### src/design/fwms_pkg.sv
// Types and constants shared by the fuzzy word match scorer.
// No dependencies.
package fwms_pkg;
    localparam int unsigned PAT_BYTES = 8;
    localparam int unsigned PLEN_W = 4;
    localparam int unsigned SCORE_W = 16;
    localparam logic [7:0] CH_UNDER = 8'h5F;
    localparam logic [7:0] CH_DASH = 8'h2D;
    localparam logic [1:0] REG_PATTERN = 2'd0;
    localparam logic [1:0] REG_LENGTH = 2'd1;
    localparam logic [1:0] REG_TERMINUS = 2'd2;

    // word summary handed from the front to the back
    typedef struct packed {
        logic        zero;      // score forced to zero
        logic        overlong;
        logic [4:0]  best;      // numerator in halves of 1/L
        logic        dbl;       // terminus doubling
        logic [15:0] len;       // word length
    } summ_t;

    function automatic logic [7:0] fold(input logic [7:0] b);
        fold = (b >= 8'h41 && b <= 8'h5A) ? b + 8'd32 : b;
    endfunction

    function automatic logic is_upper(input logic [7:0] b);
        is_upper = (b >= 8'h41 && b <= 8'h5A);
    endfunction
endpackage

### src/design/fwms_front.sv
// Front part: per-byte matching state, emits one summary per word.
// Depends on fwms_pkg.
module fwms_front
    import fwms_pkg::*;
#(
    parameter int unsigned MAX_PATTERN = 8,
    parameter int unsigned MAX_WORD_LEN = 255,
    parameter int unsigned CNT_W = 8
)
(
    input  logic                   clk,
    input  logic                   rst_n,
    input  logic [8*PAT_BYTES-1:0] pattern_bytes,
    input  logic [PLEN_W-1:0]      pattern_length,
    input  logic                   tail_mode,
    input  logic                   in_valid,
    output logic                   in_ready,
    input  logic [7:0]             word_byte,
    input  logic                   word_end,
    output logic                   sum_valid,
    input  logic                   sum_ready,
    output summ_t                  sum_data
);
    localparam logic [PLEN_W-1:0] MAXP = PLEN_W'(MAX_PATTERN);
    localparam logic [CNT_W-1:0] MAXW = CNT_W'(MAX_WORD_LEN);

    logic [CNT_W-1:0]  cnt_reg, cnt_next;
    logic [7:0]        prev_reg;
    logic              skip_reg, skip_next;
    logic [1:0]        bcnt_reg, bcnt_next;
    logic [PLEN_W-1:0] bpos_reg, bpos_next;
    logic              bfail_reg, bfail_next;
    logic [PLEN_W-1:0] spos_reg, spos_next;
    logic              pfx_reg, pfx_next;
    logic [PLEN_W-1:0] cpos_reg, cpos_next;
    logic [1:0]        clev_reg, clev_next;
    logic [4:0]        chalf_reg, chalf_next;
    logic              ovf_reg, ovf_next;
    logic              sv_reg;
    summ_t             sd_reg, sd_next;

    logic [PLEN_W-1:0] plen;
    logic [7:0]        fb;
    logic              push, bhit, acc;
    logic [PLEN_W-1:0] bfound;
    logic [7:0]        pat [PAT_BYTES];
    logic [15:0]       len16;
    logic [4:0]        best;
    logic [1:0]        acnt;

    assign plen = (pattern_length > MAXP) ? MAXP : pattern_length;
    assign fb = fold(word_byte);
    assign in_ready = !sv_reg || sum_ready;
    assign acc = in_valid && in_ready;
    assign sum_valid = sv_reg;
    assign sum_data = sd_reg;

    always_comb
    begin
        for (int k = 0; k < PAT_BYTES; k++)
        begin
            pat[k] = pattern_bytes[8*k +: 8];
        end
    end

    // first pattern byte at or after bpos that matches, in parallel compares
    always_comb
    begin
        bhit = 1'b0;
        bfound = '0;
        for (int k = PAT_BYTES - 1; k >= 0; k--)
        begin
            if (PLEN_W'(k) >= bpos_reg && PLEN_W'(k) < plen && fold(pat[k]) == fb)
            begin
                bhit = 1'b1;
                bfound = PLEN_W'(k);
            end
        end
    end

    always_comb
    begin
        push = 1'b0;
        skip_next = skip_reg;
        if (cnt_reg == '0)
        begin
            push = 1'b1;
        end
        else if (cnt_reg >= CNT_W'(2))
        begin
            if (skip_reg)
            begin
                skip_next = 1'b0;
            end
            else if (prev_reg == CH_UNDER || prev_reg == CH_DASH ||
                     (!is_upper(prev_reg) && is_upper(word_byte)))
            begin
                push = 1'b1;
                skip_next = 1'b1;
            end
        end
        bcnt_next = bcnt_reg;
        bpos_next = bpos_reg;
        bfail_next = bfail_reg;
        if (push)
        begin
            if (bcnt_reg < 2'd2)
            begin
                bcnt_next = bcnt_reg + 2'd1;
            end
            if (!bfail_reg)
            begin
                if (bhit)
                begin
                    bpos_next = bfound + PLEN_W'(1);
                end
                else
                begin
                    bfail_next = 1'b1;
                end
            end
        end
        spos_next = spos_reg;
        if (spos_reg < plen && fb == fold(pat[spos_reg[2:0]]))
        begin
            spos_next = spos_reg + PLEN_W'(1);
        end
        pfx_next = pfx_reg;
        if (cnt_reg < CNT_W'(plen) && word_byte != pat[cnt_reg[2:0]])
        begin
            pfx_next = 1'b0;
        end
        cpos_next = cpos_reg;
        clev_next = clev_reg;
        chalf_next = chalf_reg;
        if (cpos_reg < plen)
        begin
            if (fb == fold(pat[cpos_reg[2:0]]))
            begin
                if (clev_reg == 2'd1 || clev_reg == 2'd2)
                begin
                    chalf_next = chalf_reg + 5'd3;
                end
                else if (clev_reg == 2'd3)
                begin
                    chalf_next = chalf_reg + 5'd2;
                end
                if (clev_reg < 2'd3)
                begin
                    clev_next = clev_reg + 2'd1;
                end
                cpos_next = cpos_reg + PLEN_W'(1);
            end
            else
            begin
                clev_next = 2'd0;
            end
        end
        cnt_next = cnt_reg;
        if (cnt_reg <= MAXW)
        begin
            cnt_next = cnt_reg + CNT_W'(1);
        end
        ovf_next = ovf_reg || (cnt_next > MAXW);

        acnt = bcnt_next;
        len16 = 16'(cnt_next);
        best = '0;
        if (len16 >= 16'd3 && acnt >= 2'd2 && !bfail_next && spos_next == plen)
        begin
            best = {plen, 1'b0};
        end
        if (plen > PLEN_W'(3) && pfx_next && len16 >= 16'(plen) && {plen, 1'b0} > best)
        begin
            best = {plen, 1'b0};
        end
        if (len16 >= 16'd8 && plen >= PLEN_W'(4) && cpos_next == plen && chalf_next > best)
        begin
            best = chalf_next;
        end
        sd_next.zero = ovf_next || (tail_mode && word_byte != CH_UNDER);
        sd_next.overlong = ovf_next;
        sd_next.best = best;
        sd_next.dbl = tail_mode;
        sd_next.len = len16;
    end

    always_ff @(posedge clk or negedge rst_n)
    begin
        if (!rst_n)
        begin
            cnt_reg <= '0;
            prev_reg <= '0;
            skip_reg <= 1'b0;
            bcnt_reg <= '0;
            bpos_reg <= '0;
            bfail_reg <= 1'b0;
            spos_reg <= '0;
            pfx_reg <= 1'b1;
            cpos_reg <= '0;
            clev_reg <= '0;
            chalf_reg <= '0;
            ovf_reg <= 1'b0;
            sv_reg <= 1'b0;
        end
        else
        begin
            // hold the summary until the queue takes it
            sv_reg <= (acc && word_end) || (sv_reg && !sum_ready);
            if (acc)
            begin
                if (word_end)
                begin
                    cnt_reg <= '0;
                    prev_reg <= '0;
                    skip_reg <= 1'b0;
                    bcnt_reg <= '0;
                    bpos_reg <= '0;
                    bfail_reg <= 1'b0;
                    spos_reg <= '0;
                    pfx_reg <= 1'b1;
                    cpos_reg <= '0;
                    clev_reg <= '0;
                    chalf_reg <= '0;
                    ovf_reg <= 1'b0;
                end
                else
                begin
                    cnt_reg <= cnt_next;
                    prev_reg <= word_byte;
                    skip_reg <= skip_next;
                    bcnt_reg <= bcnt_next;
                    bpos_reg <= bpos_next;
                    bfail_reg <= bfail_next;
                    spos_reg <= spos_next;
                    pfx_reg <= pfx_next;
                    cpos_reg <= cpos_next;
                    clev_reg <= clev_next;
                    chalf_reg <= chalf_next;
                    ovf_reg <= ovf_next;
                end
            end
        end
    end

    always_ff @(posedge clk)
    begin
        if (acc && word_end)
        begin
            sd_reg <= sd_next;
        end
    end
endmodule

### src/design/fwms_queue.sv
// Two-entry queue between the front and the back parts.
// Depends on fwms_pkg.
module fwms_queue
    import fwms_pkg::*;
(
    input  logic  clk,
    input  logic  rst_n,
    input  logic  wr_valid,
    output logic  wr_ready,
    input  summ_t wr_data,
    output logic  rd_valid,
    input  logic  rd_ready,
    output summ_t rd_data
);
    summ_t      mem_reg [2];
    logic       wp_reg, rp_reg;
    logic [1:0] cnt_reg;
    logic       wr, rd;

    assign wr_ready = cnt_reg != 2'd2;
    assign rd_valid = cnt_reg != 2'd0;
    assign rd_data = mem_reg[rp_reg];
    assign wr = wr_valid && wr_ready;
    assign rd = rd_valid && rd_ready;

    always_ff @(posedge clk or negedge rst_n)
    begin
        if (!rst_n)
        begin
            wp_reg <= 1'b0;
            rp_reg <= 1'b0;
            cnt_reg <= '0;
        end
        else
        begin
            if (wr)
            begin
                wp_reg <= !wp_reg;
            end
            if (rd)
            begin
                rp_reg <= !rp_reg;
            end
            cnt_reg <= cnt_reg + {1'b0, wr} - {1'b0, rd};
        end
    end

    always_ff @(posedge clk)
    begin
        if (wr)
        begin
            mem_reg[wp_reg] <= wr_data;
        end
    end
endmodule

### src/design/fwms_back.sv
// Back part: restoring divider that turns a summary into the Q2.14 score.
// Depends on fwms_pkg.
module fwms_back
    import fwms_pkg::*;
(
    input  logic                clk,
    input  logic                rst_n,
    input  logic                sum_valid,
    output logic                sum_ready,
    input  summ_t               sum_data,
    output logic                out_valid,
    input  logic                out_ready,
    output logic [SCORE_W-1:0]  out_score,
    output logic                out_overlong
);
    // numerator best*16384*(dbl?2:1), divisor 2*len; quotient fits 16 bits
    localparam int unsigned NUM_W = 21;
    localparam int unsigned DEN_W = 17;

    typedef enum logic [2:0] {
        ST_IDLE = 3'b001,
        ST_DIV  = 3'b010,
        ST_OUT  = 3'b100
    } state_t;

    state_t             st_reg;
    logic [NUM_W-1:0]   num_reg;
    logic [DEN_W:0]     rem_reg;
    logic [DEN_W-1:0]   den_reg;
    logic [4:0]         step_reg;
    logic               ovl_reg;
    logic [DEN_W:0]     trial;
    logic [DEN_W:0]     shifted;

    assign sum_ready = (st_reg == ST_IDLE);
    assign out_valid = (st_reg == ST_OUT);
    assign out_score = num_reg[SCORE_W-1:0];
    assign out_overlong = ovl_reg;
    assign shifted = {rem_reg[DEN_W-1:0], num_reg[NUM_W-1]};
    assign trial = shifted - {1'b0, den_reg};

    always_ff @(posedge clk or negedge rst_n)
    begin
        if (!rst_n)
        begin
            st_reg <= ST_IDLE;
            step_reg <= '0;
        end
        else
        begin
            case (st_reg)
                ST_IDLE:
                begin
                    if (sum_valid)
                    begin
                        st_reg <= sum_data.zero ? ST_OUT : ST_DIV;
                        step_reg <= '0;
                    end
                end
                ST_DIV:
                begin
                    step_reg <= step_reg + 5'd1;
                    if (step_reg == 5'(NUM_W - 1))
                    begin
                        st_reg <= ST_OUT;
                    end
                end
                ST_OUT:
                begin
                    if (out_ready)
                    begin
                        st_reg <= ST_IDLE;
                    end
                end
                default:
                begin
                    st_reg <= ST_IDLE;
                end
            endcase
        end
    end

    always_ff @(posedge clk)
    begin
        if (st_reg == ST_IDLE && sum_valid)
        begin
            num_reg <= sum_data.zero ? '0 :
                (sum_data.dbl ? {1'b0, sum_data.best, 15'd0}
                              : {2'b0, sum_data.best, 14'd0});
            rem_reg <= '0;
            den_reg <= {sum_data.len, 1'b0};
            ovl_reg <= sum_data.overlong;
        end
        else if (st_reg == ST_DIV)
        begin
            if (!trial[DEN_W])
            begin
                rem_reg <= trial;
                num_reg <= {num_reg[NUM_W-2:0], 1'b1};
            end
            else
            begin
                rem_reg <= shifted;
                num_reg <= {num_reg[NUM_W-2:0], 1'b0};
            end
        end
    end
endmodule

### src/design/fuzzy_word_match_scorer_top.sv
// channel    | dir | payload
// s_axis     | in  | tdata[7:0] word_byte, tlast word_end
// m_axis     | out | tdata[15:0] score, tuser overlong
// cfg        | in  | cfg_we, cfg_addr, cfg_wdata (64 bits)
// One byte per cycle enters the front while it is not stalled; each word's result
// comes from the back divider (one quotient bit per cycle), buffered by a 2-entry queue.
// Reset clears all control state; pattern registers reset to zero.
// The front stalls only when its summary register and the queue are full.
// Top level of the fuzzy word match scorer; uses fwms_pkg and submodules.
module fuzzy_word_match_scorer_top
    import fwms_pkg::*;
#(
    parameter int unsigned MAX_PATTERN = 8,
    parameter int unsigned MAX_WORD_LEN = 255
)
(
    input  logic        clk,
    input  logic        rst_n,
    input  logic        s_axis_tvalid,
    output logic        s_axis_tready,
    input  logic [7:0]  s_axis_tdata,   // [7:0] word_byte
    input  logic        s_axis_tlast,
    output logic        m_axis_tvalid,
    input  logic        m_axis_tready,
    output logic [15:0] m_axis_tdata,   // [15:0] score
    output logic        m_axis_tuser,   // [0] overlong
    input  logic        cfg_we,
    input  logic [1:0]  cfg_addr,
    input  logic [63:0] cfg_wdata
);
    localparam int unsigned CNT_W = $clog2(MAX_WORD_LEN + 2);

    logic [63:0]       pat_reg;
    logic [PLEN_W-1:0] plen_reg;
    logic              term_reg;
    logic              f_valid, f_ready, b_valid, b_ready;
    summ_t             f_data, b_data;

    always_ff @(posedge clk or negedge rst_n)
    begin
        if (!rst_n)
        begin
            pat_reg <= '0;
            plen_reg <= '0;
            term_reg <= 1'b0;
        end
        else if (cfg_we)
        begin
            case (cfg_addr)
                REG_PATTERN:  pat_reg <= cfg_wdata;
                REG_LENGTH:   plen_reg <= cfg_wdata[PLEN_W-1:0];
                REG_TERMINUS: term_reg <= cfg_wdata[0];
                default:      ;
            endcase
        end
    end

    fwms_front #(
        .MAX_PATTERN(MAX_PATTERN),
        .MAX_WORD_LEN(MAX_WORD_LEN),
        .CNT_W(CNT_W)
    ) u_front (
        .clk(clk), .rst_n(rst_n),
        .pattern_bytes(pat_reg), .pattern_length(plen_reg), .tail_mode(term_reg),
        .in_valid(s_axis_tvalid), .in_ready(s_axis_tready),
        .word_byte(s_axis_tdata), .word_end(s_axis_tlast),
        .sum_valid(f_valid), .sum_ready(f_ready), .sum_data(f_data)
    );

    fwms_queue u_queue (
        .clk(clk), .rst_n(rst_n),
        .wr_valid(f_valid), .wr_ready(f_ready), .wr_data(f_data),
        .rd_valid(b_valid), .rd_ready(b_ready), .rd_data(b_data)
    );

    fwms_back u_back (
        .clk(clk), .rst_n(rst_n),
        .sum_valid(b_valid), .sum_ready(b_ready), .sum_data(b_data),
        .out_valid(m_axis_tvalid), .out_ready(m_axis_tready),
        .out_score(m_axis_tdata), .out_overlong(m_axis_tuser)
    );
endmodule

### config.mk
export PLATFORM = sky130hd
export DESIGN_NAME = fuzzy_word_match_scorer_top
export DESIGN_NICKNAME = d
export VERILOG_FILES = /design/src/design/fwms_pkg.sv /design/src/design/fwms_front.sv /design/src/design/fwms_queue.sv /design/src/design/fwms_back.sv /design/src/design/fuzzy_word_match_scorer_top.sv
export SDC_FILE = /design/constraint.sdc
export NUM_CORES = 1
export LEC_CHECK = 0
export BUFFER_PORTS_ARGS = -buffer_cell sky130_fd_sc_hd__buf_2
export CAP_MARGIN = 25
export CORE_AREA = 8 8 286 150
export DETAILED_ROUTE_END_ITERATION = 7
export DIE_AREA = 0 0 294 158
export GPL_TIMING_DRIVEN = 1
export PLACE_DENSITY = 0.6
export SETUP_SLACK_MARGIN = 0.3
export SLEW_MARGIN = 25
export SYNTH_ARGS = -nofsm -noshare
export SYNTH_HDL_FRONTEND = slang
export SYNTH_SLANG_ARGS = --single-unit
export TNS_END_PERCENT = 30
### constraint.sdc
create_clock -name clk -period 6.6 [get_ports clk]
set_clock_uncertainty 0.15 [all_clocks]
set_input_delay 1.32 -clock clk [delete_from_list [all_inputs] [get_ports clk]]
set_output_delay 1.32 -clock clk [all_outputs]
set_load 0.005 [all_outputs]
==> summary.md <==
The flow ran to the end, and the final reports show no timing, DRC or antenna violations. The logs give 19.3% for the overall routing resource usage and 41.7% for the final core utilization. For the pin with the worst max-slew slack, the measured transition is 998 ps. Dividing total power by cell area gives a power density of 357 nW/um^2. Cells with a size suffix above 1 make up 22.4% of the layout. Once the floorplan was initialized, standard cells occupied 36.9% of the core. The share of the synthesized area in the top cell type was 21.1%. For the smallest setup slack after layout, the log shows 555 ps. The unique cell type count in the Yosys netlist came out at 97. Setup violations remaining at the end of the flow were counted as 0.

The area growth from synthesis to layout is 13.0%. The min-delay analysis places its worst path in the category reg -> reg. The run gives 14500 sq um as the cell area after synthesis.

The register with the most flip-flops in the layout has 64 of them. Adding up every negative setup slack in the final design gives 0 ps. The worst-case IR drop observed on VDD is 185 uV. The via count of the first global-routing pass was 11051. The tools report the leftover overflow at the end of global routing as 0.

TritonCTS built the clock tree. After the first detailed-routing iteration, the DRC count stood at 1292. Subtracting the final worst setup slack from the clock period gives 6040 ps. The count of buffers added on input and output ports is 98. At the end of routability-driven placement, the weighted congestion stood at 0.985.

The number of antenna-violating nets in the routed design was 0; the post-CTS setup buffer count was 0. The floorplan step set the die height to 158 um. The total DRC errors in the routed layout is 0. The pre-antenna-repair detailed-routing pass consisted of 6 iterations.

The number of endpoints with negative hold slack in the final report came out at 0. For this design, the slowest cell found on the critical path is sky130_fd_sc_hd__o22ai_1. The clock passes through at most 3 buffers.

The worst path buffer plus inverter count works out to 1. The sum of internal, switching and leakage power is 5.84 mW, and the average wire per cell in the routed design is 22.6 um. The dominant cell type by count on the critical path is sky130_fd_sc_hd__o22ai_1. The synthesized design contains 82 enable-type register cells. The cell type with the largest total area after synthesis is sky130_fd_sc_hd__dfrtp_1.

For this run, the number of Yosys warnings is 0. The proportion of synthesized chip area in sequential cells came out at 40.8%. STA classifies the critical path endpoint as a register.

The tools report the share of total power in sequential cells as 38.5%. Clock tree synthesis selected as its root buffer the cell sky130_fd_sc_hd__clkbuf_16. The share of synthesized registers carrying an async set or reset works out to 55.6%. The number of nets handed over by synthesis was 1493. The tools report the logic gate share of total power as 38.1%. The floorplan has 52 rows. Of the total power, the share spent switching nets is 38.4%.

The number of antenna violations at the first check in global routing came out at 0. The share of total power in the clock network came out at 23.4%. The required arrival time at the worst endpoint came out at 6820 ps.

The clock net in this run drives a total of 223 sinks. Post-CTS repair changed the size of 0 cells. The clock latency of the later-clocked register in the worst-skew pair is 540 ps.

The first-pass GRT wire length was 68900 um. The post-route fraction of the period consumed by the critical path was 91.6%; the number of top-level pins was 99. In the post-synthesis netlist, the biggest area contributors are sky130_fd_sc_hd__dfrtp_1, sky130_fd_sc_hd__edfxtp_1, sky130_fd_sc_hd__mux2_2, sky130_fd_sc_hd__mux4_2, sky130_fd_sc_hd__ha_1. The longest individual stage delay on the worst path was 700 ps; the reported net switching power was 2.24 mW. The most used flip-flop cell after synthesis is sky130_fd_sc_hd__dfrtp_1. Timing would allow up to 165 MHz. Among all cell types in the netlist, the one instantiated most often is sky130_fd_sc_hd__dfrtp_1. Data on the critical path arrives at its endpoint at 6260 ps. The cell count after synthesis came out at 1360. The relative slew slack came out at 32.6%. The critical path in this run is classified as reg -> reg.

Synthesis inferred 223 register bits. Prior to clock tree synthesis, the placed netlist has a worst setup slack of 253 ps. The total internal power is 3.60 mW, and the maximum fanout encountered on the critical timing path is 7. On the final layout, the worst hold slack is 302 ps. Via-per-instance ratio: 5.68. On the critical path the largest part of the delay comes from compound AO/OA/AOI/OAI gates. The clock input transition at the sequential cells of the worst setup and hold paths works out to 60 ps.

The logs give 1574 for the number of nets in the layout and 46500 sq um for the area of the die. The run gives 74 as the pin count of the biggest net entering global routing. For this design, the CTS-stage hold fixing added 0 buffers. The run gives 0 as the max-slew violation count. The critical path goes through or4_1, o22ai_1, o41ai_1, xor2_1, nor4_4, a211oi_1, o22a_1, and3b_1, a211o_1, o41ai_4, buf_4, nand3_1, ha_1, o21ai_0, nand2b_1, a21oi_1, nor3_1, o211ai_1, a211oi_2, a21boi_2, o22ai_1.

The routed layout has 11354 vias. Buffers inserted during clock tree synthesis total 24. Ranked by instance count, the synthesized netlist is headed by sky130_fd_sc_hd__dfrtp_1, sky130_fd_sc_hd__nand2_1, sky130_fd_sc_hd__edfxtp_1, sky130_fd_sc_hd__mux2_2.

The worst setup path is launched from a register. For the half-perimeter wire length after detailed placement, the log shows 34600 um. Setup repair after global routing left no endpoint under its margin. The filler cell count in the final layout is 3753.

The tools report the maximum level of the CTS H-tree as 1. Core area: 39200 sq um. The final routed wirelength across all metal layers was 45200 um.

After synthesis, the mean cell area works out to 10.6 sq um. Measured along the x axis, the die boundary spans 294 um. Across the run, the number of max-cap violations was 0. For this design the static power due to leakage is 6.42 nW.
final cells by class:
type / instances / area, sq um / share of cell area (%)
antenna: 1 / 2.50 / 0.0153
clock buffer: 31 / 668 / 4.08
clock inverter: 13 / 116 / 0.711
inverter: 58 / 218 / 1.33
multi-input combinational: 997 / 7950 / 48.6
sequential: 223 / 5910 / 36.1
tap: 540 / 676 / 4.13
timing repair buffer: 137 / 815 / 4.98
final timing paths:
check	startpoint	end	slack (ps)	cells after the start
worst min register to register	u_front.sum_data[22]$_DFFE_PP_	u_queue.mem_reg[0][15]$_DFFE_PP_	300	0
worst min-delay path	u_front.sum_data[22]$_DFFE_PP_	u_queue.mem_reg[0][15]$_DFFE_PP_	300	0
worst max register to register	pat_reg[8]$_DFFE_PN0P_	u_front.sum_data[19]$_DFFE_PP_	560	21
worst max-delay path	pat_reg[8]$_DFFE_PN0P_	u_front.sum_data[19]$_DFFE_PP_	560	21
min in group asynchronous	rst_n	term_reg$_DFFE_PN0P_	630	1
max in group asynchronous	rst_n	pat_reg[34]$_DFFE_PN0P_	4390	2
power groups by stage:
stage                     clock network, mW  logic (mW)  registers, mW
after floorplan                           0        1.68           2.06
after global placement                    0        2.14           2.24
after detailed placement                  0        2.18           2.25
after CTS                              1.40        2.20           2.23
after global routing                   1.45        2.46           2.28
final                                  1.37        2.22           2.25
per-layer routing:
metal	GRT usage, %	wire length (um)	part of all wire [%]	vias to the layer above
li1	-	-	-	5189
met4	2.69	564	1.2	2
met1	29.5	22000	49	5565
met5	2.21	133	0.29	-
met3	10.1	6760	15	44
met2	23.2	15700	35	554
layout by cell type, fill, tap and decap left out, drive strengths merged, types with 17 or more instances in the layout:
master / synthesis / final
a21oi: 47 / 47
a22o: 25 / 25
and2: 27 / 27
buf: 48 / 137
clkbuf: 34 / 31
dfrtp: 122 / 122
dfxtp: 17 / 17
edfxtp: 82 / 82
ha: 52 / 52
inv: 56 / 56
mux2: 77 / 77
mux2i: 57 / 57
mux4: 38 / 38
nand2: 109 / 109
nand3: 30 / 30
nor2: 71 / 71
nor3: 36 / 36
nor4: 23 / 23
o21ai: 74 / 74
xnor2: 69 / 69
xor2: 42 / 42
cell families (layout without fill, tap and decap cells):
| group | count (synthesis) | in the layout | synth area share, % |
|---|---|---|---|
| AO/OA/AOI/OAI | 287 | 287 | 13.8 |
| XOR/XNOR | 111 | 111 | 6.77 |
| adder cells (fa/ha/maj) | 53 | 53 | 4.63 |
| buffers and inverters | 140 | 239 | 4.57 |
| flip-flops | 223 | 223 | 40.8 |
| multiplexers | 172 | 172 | 16.3 |
| other | 0 | 1 | 0 |
| AND/OR/NAND/NOR | 374 | 374 | 13.1 |
through the flow:
stage | area, sq um | std cells
6_report | 16400 | 2000
5_1_grt | 16400 | 1999
4_1_cts | 16300 | 1999
3_5_place_dp | 15600 | 1955
3_3_place_gp | 15500 | 1955
2_1_floorplan | 14500 | 1360
Power figures use the tool's default switching activity.
